$ cat src/esc_pkg.sv
// Shared constants, types and byte-mapping functions for the escape codec.
package esc_pkg;

    localparam int BYTE_W = 8;
    localparam int CAP_W  = 16;
    localparam int MAX_RESULTS = 3;

    localparam logic [BYTE_W-1:0] CH_NEWLINE   = 8'h0A;
    localparam logic [BYTE_W-1:0] CH_COMMA     = 8'h2C;
    localparam logic [BYTE_W-1:0] CH_BAR       = 8'h7C;
    localparam logic [BYTE_W-1:0] CH_BSLASH    = 8'h5C;
    localparam logic [BYTE_W-1:0] CH_N         = 8'h6E;
    localparam logic [BYTE_W-1:0] CH_C         = 8'h63;
    localparam logic [BYTE_W-1:0] CH_Z         = 8'h7A;
    localparam logic [BYTE_W-1:0] CH_Y         = 8'h79;
    localparam logic [BYTE_W-1:0] CH_NUL       = 8'h00;

    localparam logic [CAP_W-1:0] CAPACITY_RESET = 16'd1024;

    typedef enum logic
    {
        MODE_ENCODE = 1'b0,
        MODE_DECODE = 1'b1
    } mode_t;

    typedef enum logic
    {
        REG_MODE     = 1'b0,
        REG_CAPACITY = 1'b1
    } reg_index_t;

    // Up to three result bytes for one request; term marks the final one as terminator
    typedef struct packed
    {
        logic [1:0]                    count;
        logic [MAX_RESULTS-1:0][BYTE_W-1:0] bytes;
        logic                          term;
    } result_t;

    function automatic logic [BYTE_W-1:0] enc_code(input logic [BYTE_W-1:0] b);
        logic [BYTE_W-1:0] c;
        case (b)
            CH_NEWLINE: c = CH_N;
            CH_COMMA:   c = CH_C;
            CH_BAR:     c = CH_Z;
            CH_BSLASH:  c = CH_Y;
            default:    c = CH_NUL;
        endcase
        return c;
    endfunction

    function automatic logic [BYTE_W-1:0] dec_code(input logic [BYTE_W-1:0] b);
        logic [BYTE_W-1:0] c;
        case (b)
            CH_N:    c = CH_NEWLINE;
            CH_C:    c = CH_COMMA;
            CH_Z:    c = CH_BAR;
            CH_Y:    c = CH_BSLASH;
            default: c = b;
        endcase
        return c;
    endfunction

endpackage

$ cat src/esc_if.sv
// Valid/ready stream interfaces for input bytes and result bytes.
interface esc_in_if;
    logic       valid;
    logic       ready;
    logic [7:0] in_byte;
    logic       last_in;

    modport source (output valid, output in_byte, output last_in, input ready);
    modport sink   (input valid, input in_byte, input last_in, output ready);
endinterface

interface esc_out_if;
    logic       valid;
    logic       ready;
    logic [7:0] out_byte;
    logic       run_last;
    logic       string_end;

    modport source (output valid, output out_byte, output run_last, output string_end,
                    input ready);
    modport sink   (input valid, input out_byte, input run_last, input string_end,
                    output ready);
endinterface

$ cat src/escape_codec.sv
// Top level of the escape codec: APB registers, input stage, result buffer.
//
// escape_codec escapes (mode 0) or unescapes (mode 1) a string that arrives one
// byte per request on in_ch, with last_in on its final byte. Encoding turns
// newline, comma, bar and backslash into a backslash followed by n, c, z or y;
// a byte of 0x80 or above is a lead byte and travels with the next byte
// unchanged. In encode mode, output is clipped to the capacity register
// (terminator included); once a byte or escape pair does not fit, the rest of
// the string is swallowed. Every string ends with one terminator result on
// out_ch (out_byte 0, string_end 1); run_last flags the final result of each
// input request. Timing: a request is registered then processed combinationally
// into a result buffer of up to three bytes, which drains one byte per cycle on
// out_ch while out_ch.ready is high. A request waits in the input register until
// the buffer is free, and its results are registered there. Throughput is one
// request per cycle while each request yields at most one result and out_ch is
// ready; an escape pair or a final byte with its terminator holds the buffer
// until its last byte leaves. A request yielding no result still takes a step.
// Registers: mode at byte address 0 (bit 0), capacity at 4 (bits 15:0), reset
// values 0 and 1024. Write them only while the block is idle.
module escape_codec
    import esc_pkg::*;
(
    input  logic             clk,
    input  logic             rst_n,
    esc_in_if.sink           in_ch,
    esc_out_if.source        out_ch,
    input  logic             psel,
    input  logic             penable,
    input  logic             pwrite,
    input  logic [2:0]       paddr,
    input  logic [31:0]      pwdata,
    output logic [31:0]      prdata,
    output logic             pready
);

    // Configuration registers
    mode_t            mode_reg;
    logic [CAP_W-1:0] capacity_reg;
    logic             cfg_write;
    reg_index_t       cfg_sel;

    // Input stage
    logic              in_vld_reg, in_vld_next;
    logic [BYTE_W-1:0] in_byte_reg;
    logic              in_last_reg;
    logic              in_fire;

    // Result buffer
    logic [1:0]                         buf_cnt_reg, buf_cnt_next;
    logic [1:0]                         buf_idx_reg, buf_idx_next;
    logic [MAX_RESULTS-1:0][BYTE_W-1:0] buf_bytes_reg;
    logic                               buf_term_reg;
    logic                               out_fire;
    logic                               buf_final;
    logic                               buf_free;
    logic                               step;

    result_t res;

    // APB: pready is tied high, so no access ever waits
    assign pready    = 1'b1;
    assign cfg_sel   = reg_index_t'(paddr[2]);
    assign cfg_write = psel && penable && pwrite && pready;

    always_comb
    begin
        case (cfg_sel)
            REG_MODE:     prdata = {31'd0, mode_reg};
            REG_CAPACITY: prdata = {{(32-CAP_W){1'b0}}, capacity_reg};
            default:      prdata = '0;
        endcase
    end

    always_ff @(posedge clk or negedge rst_n)
    begin
        if (!rst_n)
        begin
            mode_reg     <= MODE_ENCODE;
            capacity_reg <= CAPACITY_RESET;
        end
        else if (cfg_write)
        begin
            case (cfg_sel)
                REG_MODE:     mode_reg     <= mode_t'(pwdata[0]);
                REG_CAPACITY: capacity_reg <= pwdata[CAP_W-1:0];
                default:      mode_reg     <= mode_reg;
            endcase
        end
    end

    // Output side: drain the buffer one byte per cycle while out_ch.ready is high
    assign out_ch.valid      = (buf_idx_reg != buf_cnt_reg);
    assign buf_final         = (buf_idx_reg + 2'd1 == buf_cnt_reg);
    assign out_ch.out_byte   = buf_bytes_reg[buf_idx_reg];
    assign out_ch.run_last   = buf_final;
    assign out_ch.string_end = buf_final && buf_term_reg;
    assign out_fire          = out_ch.valid && out_ch.ready;

    // Buffer can take the next processed request once its last byte leaves
    assign buf_free = !out_ch.valid || (out_fire && buf_final);
    assign step     = in_vld_reg && buf_free;

    // Input side: hold one request; accept a new one whenever it moves on
    assign in_ch.ready = !in_vld_reg || step;
    assign in_fire     = in_ch.valid && in_ch.ready;

    always_comb
    begin
        in_vld_next = in_vld_reg;
        if (in_fire)
        begin
            in_vld_next = 1'b1;
        end
        else if (step)
        begin
            in_vld_next = 1'b0;
        end

        buf_cnt_next = buf_cnt_reg;
        buf_idx_next = buf_idx_reg;
        if (step)
        begin
            buf_cnt_next = res.count;
            buf_idx_next = 2'd0;
        end
        else if (out_fire)
        begin
            buf_idx_next = buf_idx_reg + 2'd1;
        end
    end

    esc_core u_core
    (
        .clk      (clk),
        .rst_n    (rst_n),
        .step     (step),
        .in_byte  (in_byte_reg),
        .last_in  (in_last_reg),
        .mode     (mode_reg),
        .capacity (capacity_reg),
        .res      (res)
    );

    always_ff @(posedge clk or negedge rst_n)
    begin
        if (!rst_n)
        begin
            in_vld_reg  <= 1'b0;
            buf_cnt_reg <= 2'd0;
            buf_idx_reg <= 2'd0;
        end
        else
        begin
            in_vld_reg  <= in_vld_next;
            buf_cnt_reg <= buf_cnt_next;
            buf_idx_reg <= buf_idx_next;
        end
    end

    // Payload registers, no reset
    always_ff @(posedge clk)
    begin
        if (in_fire)
        begin
            in_byte_reg <= in_ch.in_byte;
            in_last_reg <= in_ch.last_in;
        end
        if (step)
        begin
            buf_bytes_reg <= res.bytes;
            buf_term_reg  <= res.term;
        end
    end

endmodule

$ cat src/esc_core.sv
// Per-string codec state and the combinational escape/unescape step.
module esc_core
    import esc_pkg::*;
(
    input  logic              clk,
    input  logic              rst_n,
    input  logic              step,
    input  logic [BYTE_W-1:0] in_byte,
    input  logic              last_in,
    input  mode_t             mode,
    input  logic [CAP_W-1:0]  capacity,
    output result_t           res
);

    logic             trail_reg,   trail_next;
    logic             escape_reg,  escape_next;
    logic [CAP_W-1:0] written_reg, written_next;
    logic             stopped_reg, stopped_next;

    logic [1:0]        e_cnt;
    logic [BYTE_W-1:0] e0, e1;
    logic [CAP_W:0]    w_plus1, w_plus2, cap_ext;
    logic [BYTE_W-1:0] code;

    always_comb
    begin
        w_plus1 = {1'b0, written_reg} + {{CAP_W{1'b0}}, 1'b1};
        w_plus2 = {1'b0, written_reg} + {{(CAP_W-1){1'b0}}, 2'd2};
        cap_ext = {1'b0, capacity};
        code    = enc_code(in_byte);

        e_cnt        = 2'd0;
        e0           = in_byte;
        e1           = CH_NUL;
        trail_next   = trail_reg;
        escape_next  = escape_reg;
        written_next = written_reg;
        stopped_next = stopped_reg;

        if (mode == MODE_ENCODE)
        begin
            escape_next = 1'b0;
            if (trail_reg)
            begin
                trail_next   = 1'b0;
                e_cnt        = 2'd1;
                written_next = w_plus1[CAP_W-1:0];
            end
            else if (stopped_reg)
            begin
                e_cnt = 2'd0;
            end
            else if (w_plus1 >= cap_ext)
            begin
                stopped_next = 1'b1;
            end
            else if (in_byte[BYTE_W-1])
            begin
                if (w_plus2 >= cap_ext)
                begin
                    stopped_next = 1'b1;
                end
                else
                begin
                    e_cnt        = 2'd1;
                    written_next = w_plus1[CAP_W-1:0];
                    trail_next   = 1'b1;
                end
            end
            else if (code != CH_NUL)
            begin
                if (w_plus2 < cap_ext)
                begin
                    e_cnt        = 2'd2;
                    e0           = CH_BSLASH;
                    e1           = code;
                    written_next = w_plus2[CAP_W-1:0];
                end
                else
                begin
                    stopped_next = 1'b1;
                end
            end
            else
            begin
                e_cnt        = 2'd1;
                written_next = w_plus1[CAP_W-1:0];
            end
        end
        else
        begin
            if (trail_reg)
            begin
                trail_next = 1'b0;
                e_cnt      = 2'd1;
            end
            else if (escape_reg)
            begin
                escape_next = 1'b0;
                e_cnt       = 2'd1;
                e0          = dec_code(in_byte);
            end
            else if (in_byte[BYTE_W-1])
            begin
                e_cnt      = 2'd1;
                trail_next = 1'b1;
            end
            else if (in_byte == CH_BSLASH)
            begin
                escape_next = 1'b1;
            end
            else
            begin
                e_cnt = 2'd1;
            end
        end

        // On the last byte, append the terminator and drop all per-string state
        res.bytes = {CH_NUL, e1, e0};
        res.count = e_cnt;
        res.term  = last_in;
        if (last_in)
        begin
            res.count    = e_cnt + 2'd1;
            trail_next   = 1'b0;
            escape_next  = 1'b0;
            written_next = '0;
            stopped_next = 1'b0;
            case (e_cnt)
                2'd0:    res.bytes[0] = CH_NUL;
                2'd1:    res.bytes[1] = CH_NUL;
                default: res.bytes[2] = CH_NUL;
            endcase
        end
    end

    always_ff @(posedge clk or negedge rst_n)
    begin
        if (!rst_n)
        begin
            trail_reg   <= 1'b0;
            escape_reg  <= 1'b0;
            written_reg <= '0;
            stopped_reg <= 1'b0;
        end
        else if (step)
        begin
            trail_reg   <= trail_next;
            escape_reg  <= escape_next;
            written_reg <= written_next;
            stopped_reg <= stopped_next;
        end
    end

endmodule

$ cat src/flat_wrapper.sv
// flat-port wrapper written by rule: the top's interface ports become plain ports
module escape_codec_flat import esc_pkg::*;
  (clk, rst_n, psel, penable, pwrite, paddr, pwdata, prdata, pready, in_ch_valid, in_ch_in_byte, in_ch_last_in, in_ch_ready, out_ch_valid, out_ch_out_byte, out_ch_run_last, out_ch_string_end, out_ch_ready);
  esc_in_if in_ch_i ();
  esc_out_if out_ch_i ();
  input  logic clk;
  input  logic rst_n;
  input  logic psel;
  input  logic penable;
  input  logic pwrite;
  input  logic [2:0] paddr;
  input  logic [31:0] pwdata;
  output logic [31:0] prdata;
  output logic pready;
  input wire logic [$bits(in_ch_i.valid)-1:0] in_ch_valid;
  input wire logic [$bits(in_ch_i.in_byte)-1:0] in_ch_in_byte;
  input wire logic [$bits(in_ch_i.last_in)-1:0] in_ch_last_in;
  output wire logic [$bits(in_ch_i.ready)-1:0] in_ch_ready;
  output wire logic [$bits(out_ch_i.valid)-1:0] out_ch_valid;
  output wire logic [$bits(out_ch_i.out_byte)-1:0] out_ch_out_byte;
  output wire logic [$bits(out_ch_i.run_last)-1:0] out_ch_run_last;
  output wire logic [$bits(out_ch_i.string_end)-1:0] out_ch_string_end;
  input wire logic [$bits(out_ch_i.ready)-1:0] out_ch_ready;
  assign in_ch_i.valid = in_ch_valid;
  assign in_ch_i.in_byte = in_ch_in_byte;
  assign in_ch_i.last_in = in_ch_last_in;
  assign in_ch_ready = in_ch_i.ready;
  assign out_ch_valid = out_ch_i.valid;
  assign out_ch_out_byte = out_ch_i.out_byte;
  assign out_ch_run_last = out_ch_i.run_last;
  assign out_ch_string_end = out_ch_i.string_end;
  assign out_ch_i.ready = out_ch_ready;
  escape_codec u_core (.clk(clk), .rst_n(rst_n), .in_ch(in_ch_i), .out_ch(out_ch_i), .psel(psel), .penable(penable), .pwrite(pwrite), .paddr(paddr), .pwdata(pwdata), .prdata(prdata), .pready(pready));
endmodule
$ cat config.mk
export PLATFORM = sky130hd
export DESIGN_NAME = escape_codec_flat
export DESIGN_NICKNAME = d
export VERILOG_FILES = /design/src/esc_pkg.sv /design/src/esc_if.sv /design/src/escape_codec.sv /design/src/esc_core.sv /design/src/flat_wrapper.sv
export SDC_FILE = /design/constraint.sdc
export NUM_CORES = 1
export LEC_CHECK = 0
export BUFFER_PORTS_ARGS = -buffer_cell sky130_fd_sc_hd__buf_2
export CAP_MARGIN = 20
export CELL_PAD_IN_SITES_DETAIL_PLACEMENT = 1
export CELL_PAD_IN_SITES_GLOBAL_PLACEMENT = 1
export CORE_ASPECT_RATIO = 0.9
export CORE_MARGIN = 1
export CORE_UTILIZATION = 35
export DETAILED_ROUTE_END_ITERATION = 12
export GPL_ROUTABILITY_DRIVEN = 0
export PLACE_DENSITY_LB_ADDON = 0.12
export SLEW_MARGIN = 40
export SYNTH_ARGS = -nofsm -noshare
export SYNTH_HDL_FRONTEND = slang
export SYNTH_SLANG_ARGS = --single-unit
$ cat constraint.sdc
create_clock -name clk -period 4.4 [get_ports clk]
set_input_delay 0.88 -clock clk [delete_from_list [all_inputs] [get_ports clk]]
set_output_delay 0.88 -clock clk [all_outputs]
set_load 0.02 [all_outputs]
Yosys cells after proc, flatten, opt, wreduce, memory -nomap -nowiden. Cells that the tools add are included.

Word-level logic and storage cells: 136. Register bits: 75.

Bitwise gates (word level): 1. Reductions and logical operators: 20. $add $sub $neg: 4. $lt $le $gt $ge: 4. Equality and inequality tests: 18. Mux-type cells: 74.

Operator list (count): 2-to-1 mux 16 bit (9); 2-to-1 mux 8 bit (17); one-hot mux 32 bit (2 select lines) (1); == test 8 x 7 -> 1 bit (second input constant) (6); >= comparator 17 x 16 -> 1 bit (2); 2-to-1 mux 1 bit (32); one-hot mux 8 bit (4 select lines) (1); one-hot mux 7 bit (4 select lines) (1); 2-to-1 mux 26 bit (1); 2-to-1 mux 2 bit (9); adder 16 x 1 -> 17 bit (second input constant) (1); adder 16 x 2 -> 17 bit (second input constant) (1); < comparator 17 x 16 -> 1 bit (1); binary-select mux 8 bit (select 2 bit) (1); 2-to-1 mux 7 bit (2); == test 8 x 4 -> 1 bit (second input constant) (1); == test 8 x 6 -> 1 bit (second input constant) (1); nonzero test 8 bit (1); logical AND 1 bit (7); inequality test 3 x 2 -> 1 bit (second input constant) (2); AND reduction 2 bit (3); AND reduction 6 bit (1); inequality test 5 x 2 -> 1 bit (second input constant) (1); adder 2 x 1 -> 2 bit (second input constant) (2); other kinds (14) (17).

Depth between registers and ports, before layout. Gate-level depths: netlist of run 1.

Depth in word-level cells: 12. Mapped depth: 17.

Modules after synthesis. Synthesis of run 1 repeated with hierarchy kept, for this count alone.

Cell total of the unflattened synthesis: 570. Area, all modules: 5475.3 sq um.

By module, submodules not included: esc_core (area each 2981.6 sq um, instances 1, cells each 392); escape_codec (area each 2493.6 sq um, instances 1, cells each 178).

Worst setup path after synthesis of run 1. No wires, ideal clock.

Path kind: reg-to-reg. From: reg u_core.u_core.written_reg[1]. To: reg u_core.buf_bytes_reg[1] in the netlist's numbering, data pin. Slack: 671 ps. Data required time: 4233 ps. Data arrival time: 3562 ps. Cell stages (with the launch flop): 18. Cell sequence: dfrtp_1 ha_1 nand3_1 or3_1 clkbuf_1 nor2_1 xor2_1 ha_1 a21o_1 a211o_1 a221oi_1 nand3_1 nor3_1 nand2_1 ha_1 nand2_1 nand2_1 a211oi_1.

RTL lines: start, declared (line esc_core.sv:17) `logic [CAP_W-1:0] written_reg, written_next;`; start signal, assigned (line esc_core.sv:150) `written_reg <= written_next;`; end signal, assigned (line escape_codec.sv:170) `buf_bytes_reg <= res.bytes;`; end, declared (line escape_codec.sv:51) `logic [MAX_RESULTS-1:0][BYTE_W-1:0] buf_bytes_reg;`.

Final worst setup path of run 1.
From: reg u_core.u_core.written_reg[1]. To: reg u_core.u_core.written_reg[7].

Word-level cells in the longest chain between the ends: 9.

Ends and longest elaborated chain: parallel branches: the longest is 9 deep, another holds adder 16 x 2 -> 17 bit.

Parallel ways; which one is timed is not known. The select of a mux whose other input is x is not followed. A chain may end at the register's enable or synchronous reset.

==> results.ini, run 1 <==
[sta]
final_hold_viol_count=0
fin_crit_sh=0.9309
slew_headroom=0.5816
rsz0062_at_grt=false
fin_worst_skew_ps=8.393
tightest_slew_ps=627.6
max_freq_mhz=244.2
setup_viol=0
finalMaxSlewViolations=0
fin_crit_ps=4096
tns_ps=0

[floorplan]
dieArea_mm2=0.01462
num_io_pins=96
die_width_um=127.3
initial_core_util=0.3648
core_mm2=0.01356
rows=40
dieHeight_um=114.8

[logic_synthesis]
synthArstFlopShare=0.6308
avgSynthCellArea_um2=9.213
synth.cell_area_mm2=0.004947
synth_compound_gate_area_share=0.1495
yosys-top-cells-count=nand2_1 (45), dfrtp_1 (40), nor2_1 (37), ha_1 (35), a21oi_1 (29)
synthDistinctLibCells=69
ys.warnings.count=0
post-synth-top-count-cell=nand2_1
ys_top_cells_by_area=dfrtp_1 (20%), edfxtp_1 (15%), ha_1 (8.9%)
synth-edff-count=24
synth_top_area_cell=dfrtp_1
synthFlopType=dfrtp_1
ys_ff_latch=65
synth-simple-area-share=0.2076
netlist_instances=537
seq_area_frac_synth=0.3533
synthMuxAreaShare=0.06677
synth_top_family_by_area=simple AND/OR/NAND/NOR gates
synthXorXnorAreaFrac=0.05311
synth_fa_ha_area_frac=0.08852
synth_top_area_share=0.2023

[clocking]
clock_sinks=65
root_buffer=clkbuf_16
cts.clk_slew.worst_paths_ps=60
cts_buffer_depth=2
cts_inserted_buffers=9
postCtsHoldBufs=0
cts_tree=built
clk_latency_ps=340
ctsHtreeMaxLevel=3

[placement]
place_inst=777
placed_area_mm2=0.005446
place.port_buffers=60
hpwl_um=10480

[grt]
grt_pass1_wl_um=22690
grt_pass1_vias=4284
antenna_found_initial=0
gr-total-overflow=0
grt_max_degree=42
grt_usage=0.2023

[layout]
final_cells=796
stdcell_area_mm2=0.005778
area_growth_pct=16.79
nets=688
num_antenna_cells=0
drive_gt1_frac=0.2257

[status]
outcome=complete, no violations

[setup_path]
crit_path_end_kind=flip-flop
crit_fanout=17
rr_startpoint=u_core.u_core.written_reg[1]
ff2ff_path_depth=16
startpoint_type=flip-flop
r2r_slack_ps=300
worstPathArrival_ps=4370
required_ps=4680
reg2reg_to=u_core.u_core.written_reg[7]
critical_path_class=flip-flop to flip-flop

[power]
peakVddDrop_uv=295.5
leakage_nw=2.556
p_per_area_mw_per_mm2=683.4

[hold_path]
hold-path-endpoint=u_core.capacity_reg[13]
hold_class=flip-flop to flip-flop
hold_start=u_core.capacity_reg[13]
holdPathStages=1

[detailed_routing]
wl_met3_um=426
wl_met1_um=6688
routed.top_layer=met4
dr.pass1.iters=4
drc=0
route.vias.total=4158
dr_wl_met2_um=6241
wl_per_cell_um=17.04
first_iter_violations=264
viasPerCell=5.224
ant_nets=0
routed_wl_um=13570

[flow_run]
cap_violations=0

stage by stage:
stage	util	hold WS, ps	total power [W]	setup WS (ps)
finish	0.4260	530.7	0.003949	304.3
global route	0.4260	548.8	0.004281	20.28
CTS	0.4228	532.3	0.003980	203.8
detailed placement	0.4016	518.4	0.003237	242.5
global placement	0.4014	516.2	0.003143	289.0
floorplan	-	456.4	0.002566	671.0
cells by family after synthesis:
| logic type | count (synthesis) |
|---|---|
| XOR/XNOR | 30 |
| other | 2 |
| AND/OR/NAND/NOR | 193 |
| buffers and inverters | 76 |
| adder cells (fa/ha/maj) | 35 |
| AO/OA/AOI/OAI | 105 |
| flip-flops | 65 |
| multiplexers | 31 |
worst max-delay path by stage:
stage / start / cells after the start / slack [ps] / to
floorplan: u_core.u_core.written_reg[1] / 17 / 670 / u_core.buf_bytes_reg[1]
global placement: u_core.u_core.written_reg[2] / 17 / 290 / u_core.buf_bytes_reg[1]
detailed placement: u_core.u_core.written_reg[2] / 17 / 240 / u_core.buf_bytes_reg[1]
CTS: u_core.u_core.written_reg[2] / 17 / 200 / u_core.buf_bytes_reg[1]
global route: u_core.u_core.written_reg[3] / 14 / 20 / u_core.u_core.written_reg[3]
finish: u_core.u_core.written_reg[1] / 16 / 300 / u_core.u_core.written_reg[7]
final cells by class:
type | count | area, µm²
clock buffers | 10 | 229.0
clock inverters | 6 | 58.81
fillers | 1601 | 7785
inverters | 28 | 105.1
multi-input cells | 411 | 2874
flip-flops and latches | 65 | 1749
well taps | 189 | 236.5
repair buffers | 87 | 525.5
power by group:
part / internal [W] / total [W] / switching, W
combinational: 0.000838 / 0.00209 / 0.00126
clock: 0.000435 / 0.000709 / 0.000275
sequential: 0.000901 / 0.00114 / 0.000244
total: 0.00217 / 0.00395 / 0.00178
layout by cell type, fill, tap and decap left out, types with 5 or more instances in the layout:
cell type,instances
edfxtp_1,24
ha_1,35
nand4_1,9
nand2b_1,8
nor3_1,12
xor2_1,10
nand3_1,23
nor2_1,37
o22ai_1,7
nand2_1,45
clkbuf_16,9
or4_1,5
buf_4,26
a21oi_1,29
and3_1,6
conb_1,17
and2_1,21
dfrtp_1,39
buf_2,59
o21ai_0,8
xnor2_1,20
mux2_2,16
o211ai_1,7
o21ai_1,9
mux2i_1,15
inv_1,26
o311ai_1,5
or3_1,8
critical path: stages (launching register included):
cell	delay, ps
dfrtp_1	420
ha_1	210
nand3_1	110
or3_1	410
nor2_1	140
xor2_1	250
ha_1	300
a21o_1	160
a211o_1	290
a221oi_1	230
nand3_1	170
buf_4	180
a21oi_1	250
nand2_1	140
buf_12	190
or4_1	480
nand3_1	90
per-layer routing:
metal	vias to the layer above	GRT usage
met5	-	0
met4	0	0.06508
met3	15	0.03443
met2	59	0.3275
met1	2052	0.2759
li1	2032	-
repair_timing:
action                                  in CTS  in global routing
endpoints found under the setup margin       0                 18
gates resized for setup                      0                  4
hold endpoints to repair                     0                  0
buffers inserted                             0                  1
(Power assumes the default switching activity.)
==> run 2, diff against run 1 <==
Settings changed: CTS_BUF_LIST set to sky130_fd_sc_hd__clkbuf_8.
==> run 2 against run 1 <==
  * Setup slack gained 24 ps
  * Worst hold slack lost 14 ps
  * Count of clock-buffer cells in the layout shrank 1
  * Clock skew grew 5.1 ps
  * Cell area shrank 1.8%
  * Critical path depth is the same
  * Non-clock buffer count is the same
  * Clock power shrank 29%
  * Wire length shrank 1.1%
  * Maximum frequency grew 0.60%
  * Global-route usage shrank 0.17 points
  * Register-to-register slack gained 20 ps
  * Highest routed layer unchanged
==> results.ini, run 2 (synthesized netlist as in run 1, its figures left out) <==
[detailed_routing]
ant_nets=0
drc=0
viasPerCell=5.198
wl_per_cell_um=16.85
dr.pass1.iters=4
routed_wl_um=13420
first_iter_violations=218
route.vias.total=4138

[power]
leakage_nw=2.514
peakVddDrop_uv=293.5
p_per_area_mw_per_mm2=657.5
total_power_w=0.003732

[setup_path]
rr_startpoint=u_core.u_core.written_reg[1]
worstPathArrival_ps=4360
path_cells=ha_1, nand3_1, or3_1, nor2_1, xor2_1, ha_1, a21o_1, a211o_1, a221oi_1, nand3_1, buf_4, a21oi_1, nand2_1, buf_12, or4_1, nand3_1
startpoint_type=flip-flop
critPathMostFrequentCell=nand3_1
r2r_slack_ps=330
reg2reg_to=u_core.u_core.written_reg[9]
required_ps=4690
ff2ff_path_depth=16
slowest_delay_ps=470
crit_fanout=17
crit_path_end_kind=flip-flop
critical_path_class=flip-flop to flip-flop
critPathSlowestCell=or4_1

[floorplan]
initial_core_util=0.3648
dieHeight_um=114.8
core_mm2=0.01356
num_io_pins=96
dieArea_mm2=0.01462
rows=40
die_width_um=127.3

[clocking]
clock_sinks=65
postCtsHoldBufs=0
cts_inserted_buffers=9
ctsHtreeMaxLevel=3
cts_tree=built
root_buffer=clkbuf_8
clk_latency_ps=360
cts_buffer_depth=2
cts.clk_slew.worst_paths_ps=80

[layout]
final_common_cell=buf_2
n_fill_cell=1605
drive_gt1_frac=0.2257
layout_common_cells=buf_2 (59), nand2_1 (45), dfrtp_1 (39)
final_core_util=0.4185
stdcell_area_mm2=0.005677
area_growth_pct=14.74
regArea_mm2=0.001749
final_cells=796
num_antenna_cells=0
multi_input_area_mm2=0.002874
nets=688

[sta]
fin_crit_sh=0.9253
tightest_slew_ps=627.4
finalMaxSlewViolations=0
setup_viol=0
rsz0062_at_grt=false
max_freq_mhz=245.6
final_hold_viol_count=0
slew_headroom=0.5818
tns_ps=0
fin_worst_skew_ps=13.51
fin_crit_ps=4071

[grt]
grt_pass1_wl_um=22560
grt_usage=0.2006
gr-total-overflow=0
antenna_found_initial=0
grt_max_degree=42
grt_pass1_vias=4277

[placement]
placed_area_mm2=0.005446
place.port_buffers=60
hpwl_um=10480
place_inst=777

[hold_path]
hold_class=input pin to asynchronous set/reset pin

[flow_run]
cap_violations=0

[status]
outcome=complete, no violations

run 2: layout make-up:
type	count	area share
repair buffers	87	0.09257
flip-flops and latches	65	0.3081
multi-input cells	411	0.5063
clock inverters	7	0.01102
well taps	189	0.04166
inverters	28	0.01851
clock buffers	9	0.02182
run 2: metal layers:
metal	vias to the layer above	routed length, µm	share of wire	track usage
met3	11	564	0.042	0.03723
met4	0	163	0.012	0.05873
met1	2024	6499	0.48	0.2733
met5	-	0	0	0
li1	2028	-	-	-
met2	75	6188	0.46	0.3253
run 2: worst max path at each step:
stage | start | depth (start not counted) | to | slack (ps)
floorplan | u_core.u_core.written_reg[1] | 17 | u_core.buf_bytes_reg[1] | 670
detailed placement | u_core.u_core.written_reg[2] | 17 | u_core.buf_bytes_reg[1] | 240
global route | u_core.u_core.written_reg[1] | 16 | u_core.u_core.written_reg[14] | 3
finish | u_core.u_core.written_reg[1] | 16 | u_core.u_core.written_reg[9] | 330
CTS | u_core.u_core.written_reg[2] | 17 | u_core.buf_bytes_reg[1] | 200
global placement | u_core.u_core.written_reg[2] | 17 | u_core.buf_bytes_reg[1] | 290
run 2: power breakdown:
part,switching (W),total (W),internal (W)
combinational,0.00125,0.00208,0.000837
sequential,0.000243,0.00114,0.000899
clock,0.000250,0.000506,0.000256
run 2: worst max-delay path, delay by kind of cell (launching register included):
family / cells / cell delay (ps)
adders and majority gates: 2 / 500
xor gates and xnor gates: 1 / 250
and+or+nand+nor: 7 / 1520
buffers and inverters: 2 / 370
DFF: 1 / 430
AOI/OAI and AO/OA: 4 / 940
run 2: per-stage QoR:
step	worst slack (ps)	hold slack, ps
floorplan	671.0	456.4
global placement	289.0	516.2
detailed placement	242.5	518.4
CTS	198.7	520.6
global route	2.918	548.3
finish	328.6	517.1
run 2: timing repair:
item,in CTS,in global routing
endpoints found under the setup margin,0,18
gates resized for setup,0,4
hold endpoints to repair,0,0
buffers inserted,0,1
==> run 3, diff against run 2 <==
Settings changed: PLACE_DENSITY set to 0.78, PLACE_DENSITY_LB_ADDON 0.12 to unset.
==> run 3 against run 2 <==
  * Total power rose by 1.4%
  * Register-to-register slack got worse by 95 ps
  * Final cell count fell by 0.63%
  * Sequential cell count did not move
  * Setup slack got worse by 95 ps
  * Worst hold slack got worse by 18 ps
  * Die area did not move
  * Cell area barely moved
  * Critical path depth rose by 1
  * First-iteration DRC count fell by 3.7%
  * Wire length fell by 0.31%
  * Non-clock buffer count fell by 5
==> results.ini, run 3 (synthesized netlist as in run 1, its figures left out) <==
[clocking]
clock_sinks=65
clk_latency_ps=380
root_buffer=clkbuf_8
cts_tree=built
ctsHtreeMaxLevel=3
cts.clk_slew.worst_paths_ps=80
cts_inserted_buffers=9
cts_buffer_depth=2

[placement]
hpwl_um=10140
place.port_buffers=60
dpl_worst_slack_ps=128.1
placed_area_mm2=0.005411

[detailed_routing]
drc=0
dr.pass1.iters=4
viasPerCell=5.331
first_iter_violations=210
ant_nets=0
wl_per_cell_um=16.91
route.vias.total=4217
routed_wl_um=13370

[layout]
area_growth_pct=14.67
final_common_cell=buf_2
layout_common_cells=buf_2 (59), nand2_1 (44), dfrtp_1 (40)
num_antenna_cells=0
regArea_mm2=0.001748
drive_gt1_frac=0.2292
stdcell_area_mm2=0.005673
multi_input_area_mm2=0.002889
n_fill_cell=1596
nets=683

[sta]
timing.final.ws_setup_ps=233.1
fin_crit_sh=0.9470
slew_headroom=0.5870
finalMaxSlewViolations=0
fin_worst_skew_ps=11.26
final_hold_viol_count=0
tns_ps=0
setup_viol=0
fin_crit_ps=4167
max_freq_mhz=240.0
tightest_slew_ps=619.5
rsz0062_at_grt=false

[setup_path]
required_ps=4610
path_cells=ha_1, and3_1, and3_1, buf_4, nand4_1, nor2_1, xor2_1, ha_1, a211o_1, a221oi_1, nand3_2, a21oi_2, a31oi_2, ha_1, nand2_1, nand2_1, a211oi_1
critPathMostFrequentCell=ha_1
crit_fanout=6
slowest_delay_ps=470
crit_path_end_kind=flip-flop
startpoint_type=flip-flop
worstPathArrival_ps=4370
critPathSlowestCell=dfrtp_1
critical_path_class=flip-flop to flip-flop

[floorplan]
rows=40
dieArea_mm2=0.01462
core_mm2=0.01356
initial_core_util=0.3648
die_width_um=127.3
num_io_pins=96
dieHeight_um=114.8

[grt]
grt_max_degree=42
gr-total-overflow=0
antenna_found_initial=0
grt_usage=0.1941
grt_pass1_vias=4397
grt_pass1_wl_um=21820

[power]
peakVddDrop_uv=215.7
p_per_area_mw_per_mm2=667.2
leakage_nw=2.501

[flow_run]
cap_violations=0

[status]
outcome=complete, no violations

[hold_path]
hold_class=input pin to asynchronous set/reset pin

==> run 3: changes by cell type in the layout (fill, tap and decap cells not counted), sizes merged <==
cell    change
clkinv      -2
bufinv      +1
buf         -5
inv         +1
==> run 3: report_power, final <==
group / switching (W) / leakage, nW / total (W) / internal, W
clock: 0.000267 / 0.110 / 0.000592 / 0.000324
sequential: 0.000261 / 0.727 / 0.00116 / 0.000898
combinational: 0.00124 / 1.66 / 0.00203 / 0.000796
==> run 3: path summary, 6_finish.rpt <==
check | from | end | slack (ps) | depth (start not counted)
worst max-delay path | u_core.u_core.written_reg[2] | u_core.buf_bytes_reg[1] | 230 | 17
worst min-delay path | rst_n | u_core.u_core.written_reg[9] | 500 | 1
worst max register to register | u_core.u_core.written_reg[2] | u_core.buf_bytes_reg[1] | 230 | 17
worst min register to register | u_core.capacity_reg[9] | u_core.capacity_reg[9] | 530 | 1
max in group asynchronous | rst_n | u_core.u_core.written_reg[3] | 3520 | 1
min in group clk | u_core.capacity_reg[9] | u_core.capacity_reg[9] | 530 | 1
==> run 3: worst max-delay path, delay by kind of cell, from the launching register on <==
family / cells / cell delay (ps)
DFF: 1 / 470
adders and majority gates: 3 / 730
buffers and inverters: 1 / 140
xor gates and xnor gates: 1 / 220
AOI/OAI and AO/OA: 5 / 1130
and+or+nand+nor: 7 / 1280
==> run 3: metrics by stage <==
step / util / total power (W) / std cells / hold WS (ps)
2_1_floorplan: - / 0.002566 / 552 / 456.4
3_5_place_dp: 0.3990 / 0.003158 / 774 / 514.3
5_1_grt: 0.4183 / 0.004079 / 791 / 518.3
6_report: 0.4183 / 0.003785 / 791 / 498.8
3_3_place_gp: 0.3988 / 0.003018 / 774 / 511.1
4_1_cts: 0.4157 / 0.003785 / 790 / 504.4
==> run 3: repair_timing <==
action | 4_1_cts | 5_1_grt
buffers inserted | 0 | 0
endpoints found under the setup margin | 0 | 21
hold buffers | 0 | 0
resized for setup | 0 | 7
endpoints found under the hold margin | 0 | 0
==> run 3: cell type report <==
class / instances / area share
Clock inverter: 7 / 0.01809
Timing Repair Buffer: 82 / 0.08249
Tap cell: 189 / 0.04169
Inverter: 28 / 0.01853
Clock buffer: 9 / 0.02184
Multi-Input combinational cell: 411 / 0.5093
Sequential cell: 65 / 0.3081
==> run 3: routing by layer <==
metal | up-vias | global-route usage | wire [µm]
met5 | - | 0 | 0
met3 | 18 | 0.05072 | 479
met1 | 2104 | 0.2346 | 5990
li1 | 2019 | - | -
met4 | 0 | 0.05794 | 244
met2 | 76 | 0.3399 | 6658
